$ cat config.mk
export PLATFORM = sky130hd
export DESIGN_NAME = ctt_front
export DESIGN_NICKNAME = d
export VERILOG_FILES = /design/src/rtl/core/ctt_pkg.sv /design/src/rtl/core/ctt_front.sv
export SDC_FILE = /design/constraint.sdc
export NUM_CORES = 1
export LEC_CHECK = 0
export ABC_CLOCK_PERIOD_IN_PS = 10600
export BUFFER_PORTS_ARGS = -buffer_cell sky130_fd_sc_hd__buf_4
export CORE_MARGIN = 2
export CORE_UTILIZATION = 46
export CTS_CLUSTER_DIAMETER = 40
export CTS_CLUSTER_SIZE = 20
export DETAILED_ROUTE_END_ITERATION = 8
export GPL_ROUTABILITY_DRIVEN = 1
export PLACE_DENSITY = 0.71
export SLEW_MARGIN = 20
export SYNTH_ARGS = -nofsm -noshare
export SYNTH_HDL_FRONTEND = slang
export SYNTH_SLANG_ARGS = --single-unit
export TNS_END_PERCENT = 50
$ cat constraint.sdc
create_clock -name i_clk -period 10.6 [get_ports i_clk]
set_input_delay 0.53 -clock i_clk [delete_from_list [all_inputs] [get_ports i_clk]]
set_output_delay 0.53 -clock i_clk [all_outputs]
set_load 0.01 [all_outputs]
$ cat src/rtl/core/ctt_pkg.sv
// ctt_pkg: shared types and codes of the can id traffic table
// no dependencies; used by ctt_front, ctt_back and the top level

package ctt_pkg;

    // longest stored payload in bytes
    localparam int LEN_MAX     = 8;
    // items held between front and back
    localparam int QUEUE_DEPTH = 2;

    typedef enum logic [1:0] {
        STATUS_HIT  = 2'd0,
        STATUS_NEW  = 2'd1,
        STATUS_FULL = 2'd2
    } t_status;

    typedef enum logic [1:0] {
        ST_IDLE,
        ST_SCAN,
        ST_DELTA,
        ST_WRITE
    } t_state;

    // classified frame as it travels from front to back
    typedef struct packed {
        logic [28:0] frame_id;
        logic        bus_side;
        logic [3:0]  length;
        logic [7:0]  byte_en;
        logic [63:0] payload;
        logic        fwd;
        logic [31:0] time_ms;
    } t_item;

    // head of the item queue
    typedef struct packed {
        logic  valid;
        t_item item;
    } t_qhead;

    // one table record
    typedef struct packed {
        logic [28:0] ident;
        logic        bus;
        logic [31:0] count;
        logic [15:0] period;
        logic [31:0] last_time;
        logic [3:0]  length;
        logic [63:0] bytes;
        logic        fwd;
    } t_rec;

endpackage

$ cat src/rtl/core/ctt_front.sv
// ctt_front: accepts frames, clamps length, builds byte enables, queues items
// depends on ctt_pkg

module ctt_front (
    input  logic              i_clk,
    input  logic              i_rst_n,
    input  logic              i_in_valid,
    output logic              o_in_stall,
    input  logic [28:0]       i_frame_id,
    input  logic              i_bus_side,
    input  logic [7:0]        i_byte_count,
    input  logic [63:0]       i_payload,
    input  logic              i_was_forwarded,
    input  logic [31:0]       i_time_ms,
    output ctt_pkg::t_qhead   o_head,
    input  logic              i_pop
);

    localparam int QPW = (ctt_pkg::QUEUE_DEPTH > 1) ? $clog2(ctt_pkg::QUEUE_DEPTH) : 1;
    localparam int QCW = $clog2(ctt_pkg::QUEUE_DEPTH + 1);

    ctt_pkg::t_item w_item;
    ctt_pkg::t_item r_q [ctt_pkg::QUEUE_DEPTH];
    logic [QPW-1:0] r_wp, n_wp;
    logic [QPW-1:0] r_rp, n_rp;
    logic [QCW-1:0] r_cnt, n_cnt;
    logic           w_push;
    logic           w_pop;

    // classify: clamp length and expand it to byte enables
    always_comb begin
        w_item          = '0;
        w_item.frame_id = i_frame_id;
        w_item.bus_side = i_bus_side;
        w_item.payload  = i_payload;
        w_item.fwd      = i_was_forwarded;
        w_item.time_ms  = i_time_ms;
        if (i_byte_count > 8'(ctt_pkg::LEN_MAX)) begin
            w_item.length = 4'(ctt_pkg::LEN_MAX);
        end else begin
            w_item.length = i_byte_count[3:0];
        end
        for (int b = 0; b < ctt_pkg::LEN_MAX; b++) begin
            w_item.byte_en[b] = (4'(b) < w_item.length);
        end
    end

    assign o_in_stall = (r_cnt == QCW'(ctt_pkg::QUEUE_DEPTH));
    assign w_push     = i_in_valid && !o_in_stall;
    assign w_pop      = i_pop && (r_cnt != '0);

    always_comb begin
        n_wp  = r_wp;
        n_rp  = r_rp;
        n_cnt = r_cnt;
        if (w_push) begin
            n_wp = (r_wp == QPW'(ctt_pkg::QUEUE_DEPTH - 1)) ? '0 : r_wp + 1'b1;
        end
        if (w_pop) begin
            n_rp = (r_rp == QPW'(ctt_pkg::QUEUE_DEPTH - 1)) ? '0 : r_rp + 1'b1;
        end
        case ({w_push, w_pop})
            2'b10:   n_cnt = r_cnt + 1'b1;
            2'b01:   n_cnt = r_cnt - 1'b1;
            default: n_cnt = r_cnt;
        endcase
    end

    always_ff @(posedge i_clk) begin
        if (!i_rst_n) begin
            r_wp  <= '0;
            r_rp  <= '0;
            r_cnt <= '0;
        end else begin
            r_wp  <= n_wp;
            r_rp  <= n_rp;
            r_cnt <= n_cnt;
        end
    end

    always_ff @(posedge i_clk) begin
        if (w_push) begin
            r_q[r_wp] <= w_item;
        end
    end

    assign o_head.valid = (r_cnt != '0);
    assign o_head.item  = r_q[r_rp];

endmodule

==> results.md <==
- Die Wd: 153 um
- IO buf count: 279
- CP arrival: 2.65 ns
- CTS Sinks: 281
- Largest net degree at the start of global routing: 86
- Clk_skew: 0.00909 ns
- Via/cell ratio: 4.98
- Final slew viol count: 0
- Worst-margin pin slew: 0.996 ns
- Synth Instances: 472
- TritonCTS Buffers: 35
- FF+latch count, synth: 281
- Cell row count: 54
- Setup violations, final: 0
- DP HPWL: 13400 um
- Detailed Routing Iterations Pass 1: 5
- Clock power frac: 34.0%
- GRT overflow: 0
- Fmax: 0.315 GHz
- Gr usage total: 17.2%
- I/O pin total: 280
- Detail Route Antenna Nets: 0
- Core Area: 21800 sq um
- Final nets: 915
- Setup_tns: 0 ns
- Residual DRC: 0
- Pint: 0.00256 W
- Share of layout cells above drive strength 1: 60.8%
- Critical Path RT: 10.07 ns
- Crit-path max cell delay: 0.81 ns
- CTS root buffer: clkbuf_16
- GP Congestion: 0.760
- Syn Area/Cell: 21.7 sq um
- Initial core utilization: 46.9%
- RSZ-0062 raised after global routing: no
- Hold Fails Final Rpt: 0
- Die area: 23500 sq um
- Fin cells: 1081
- Avg WL per Cell: 19.3 um
- Area grow syn2layout: 35.3%
- Worst min-delay path category: input pin to register
- Max-cap viol count: 0
- Worst-path cell chain: buf_6 -> mux2_2 -> buf_4
- Clock buffer depth: 3
- Sequential-to-total area share from yosys stat: 81.9%
- Setup CP Type: register to primary output
- Synth Net Count: 612
- Post-CTS setup buffers: 0
- Number of global-route vias before repair: 5790
- Initial antenna violation count: 0
- Tmin final: 3.18 ns
- Period utilization: 30.0%
- PD cells: 253 nW/um^2
- Via Count: 5386
- Startpoint type of the worst setup path: register
- Crit-path max FO: 85
- Yosys Warn Count: 0
- Die Span Y: 153 um
- Clock Latency Late Sink: 0.49 ns
- Antenna cells: 0
- Clk slew on worst S/H paths: 0.06 ns
- Post-CTS resize count: 0
- H-Tree Level Count: 2
- Mapped Area: 10200 sq um
- Reg power frac: 41.8%
- Inst Count DP: 1018
- CTS tree: yes
- Slowest CP cell: dfxtp_4
- Slew margin rel.: 33.6%
- CP endpoint kind: primary output
- Post-CTS Hold Buffers: 0
- Combinational share of power: 24.2%
- Status: finished clean
- Net switching share of the total power: 26.9%
- First-pass GRT wire length: 31500 um
- Maximum VDD drop: 0.150 mV
- Sw Pwr: 0.000942 W
- Final Hold Slack: 0.213 ns
- Initial detailed-routing violation count: 254
- Routed wire length: 20900 um
- Synth unique cells: 26
- Static leakage: 5.11 nW
[power by group through the flow]
| stage | clock network, W | registers [W] | logic (W) |
|---|---|---|---|
| final | 0.00119 | 0.00146 | 0.000847 |
| after global routing | 0.00126 | 0.00148 | 0.000901 |
| after CTS | 0.00122 | 0.00147 | 0.000863 |
| after detailed placement | 0 | 0.00149 | 0.000856 |
| after global placement | 0 | 0.00148 | 0.000844 |
| after floorplan | 0 | 0.00146 | 0.000478 |
[routing by layer]
layer	GRT usage, %	vias up	part of all wire (%)
met3	5.19	40	7.3
met4	6.26	0	2.8
li1	-	2489	-
met1	20.1	2658	38
met2	30.0	199	52
met5	0	-	0
[worst max-delay path: cells and delay by family (launching register included)]
kind	cells	cell delay, ns
flip-flops	1	0.81
buffers and inverters	2	0.87
multiplexers	1	0.43
[cell type report]
type	instances	area [sq um]
Timing Repair Buffer	282	2120
Clock buffer	38	930
Multi-Input combinational cell	171	1770
Fill cell	1541	7970
Tap cell	280	350
Clock inverter	25	272
Sequential cell	281	8390
Inverter	4	20.0
[layout by cell type (no fill, tap or decap), drive strengths merged]
master    Yosys  layout
or4           1       1
inv           4      18
nor2b         2       2
nand3         1       1
edfxtp      276     276
or2           2       2
nand2         5       5
o21a          1       1
nor2          1       1
dfxtp         5       5
a21o          1       1
ha            1       1
or3           4       4
bufinv        0       2
and3          1       1
clkbuf        5      38
clkinvlp      0       1
clkinv        0       8
buf          11     282
and2          4       4
mux2        138     138
nand2b        1       1
a21boi        2       2
o21ai         3       3
xnor2         3       3
[synth_stat cells, drive strengths merged]
master	n	area share [%]
ha	1	0.12
edfxtp	276	81
nand2b	1	0.061
or2	2	0.12
o21ai	3	0.15
a21o	1	0.073
xnor2	3	0.26
nor2	1	0.037
mux2	138	15
inv	4	0.15
o21a	1	0.073
a21boi	2	0.15
buf	11	0.54
dfxtp	5	0.98
and3	1	0.061
or3	4	0.29
clkbuf	5	0.18
and2	4	0.24
nor2b	2	0.12
nand3	1	0.049
nand2	5	0.18
or4	1	0.11
[final timing paths]
path	startpoint	to	slack [ns]	cells after the start
min reg2reg	r_rp$_SDFFE_PN0P_	register	0.55	2
min	i_frame_id[14]	r_q[0][124]$_DFFE_PP_	0.21	1
max reg2reg	r_cnt[0]$_SDFFE_PN0P_	r_q[0][101]$_DFFE_PP_	7.67	5
max	register	o_head[49]	7.42	3
[metrics by stage]
| step | power (W) | utilization, % | setup WS [ns] | cell area (sq um) |
|---|---|---|---|---|
| CTS | 0.00355 | 63.5 | 7.03 | 13900 |
| global placement | 0.00232 | 58.0 | 7.63 | 12700 |
| floorplan | 0.00194 | - | 6.33 | 10200 |
| global route | 0.00364 | 63.5 | 7.24 | 13900 |
| detailed placement | 0.00234 | 58.0 | 7.57 | 12700 |
| finish | 0.00350 | 63.5 | 7.42 | 13900 |
[kinds of logic after synthesis]
family | count (synthesis) | synth area share, %
AO/OA/AOI/OAI | 7 | 0.440
XOR/XNOR | 3 | 0.256
adder cells (fa/ha/maj) | 1 | 0.122
buffers and inverters | 20 | 0.867
flip-flops | 281 | 81.9
multiplexers | 138 | 15.2
AND/OR/NAND/NOR | 22 | 1.28
[state kept, by name, indices dropped and copies added, names as in the netlist, named ones only]
register,cells
r_wp,1
r_cnt,2
r_q,276
r_rp,1
Power figures use the tool's default switching activity.
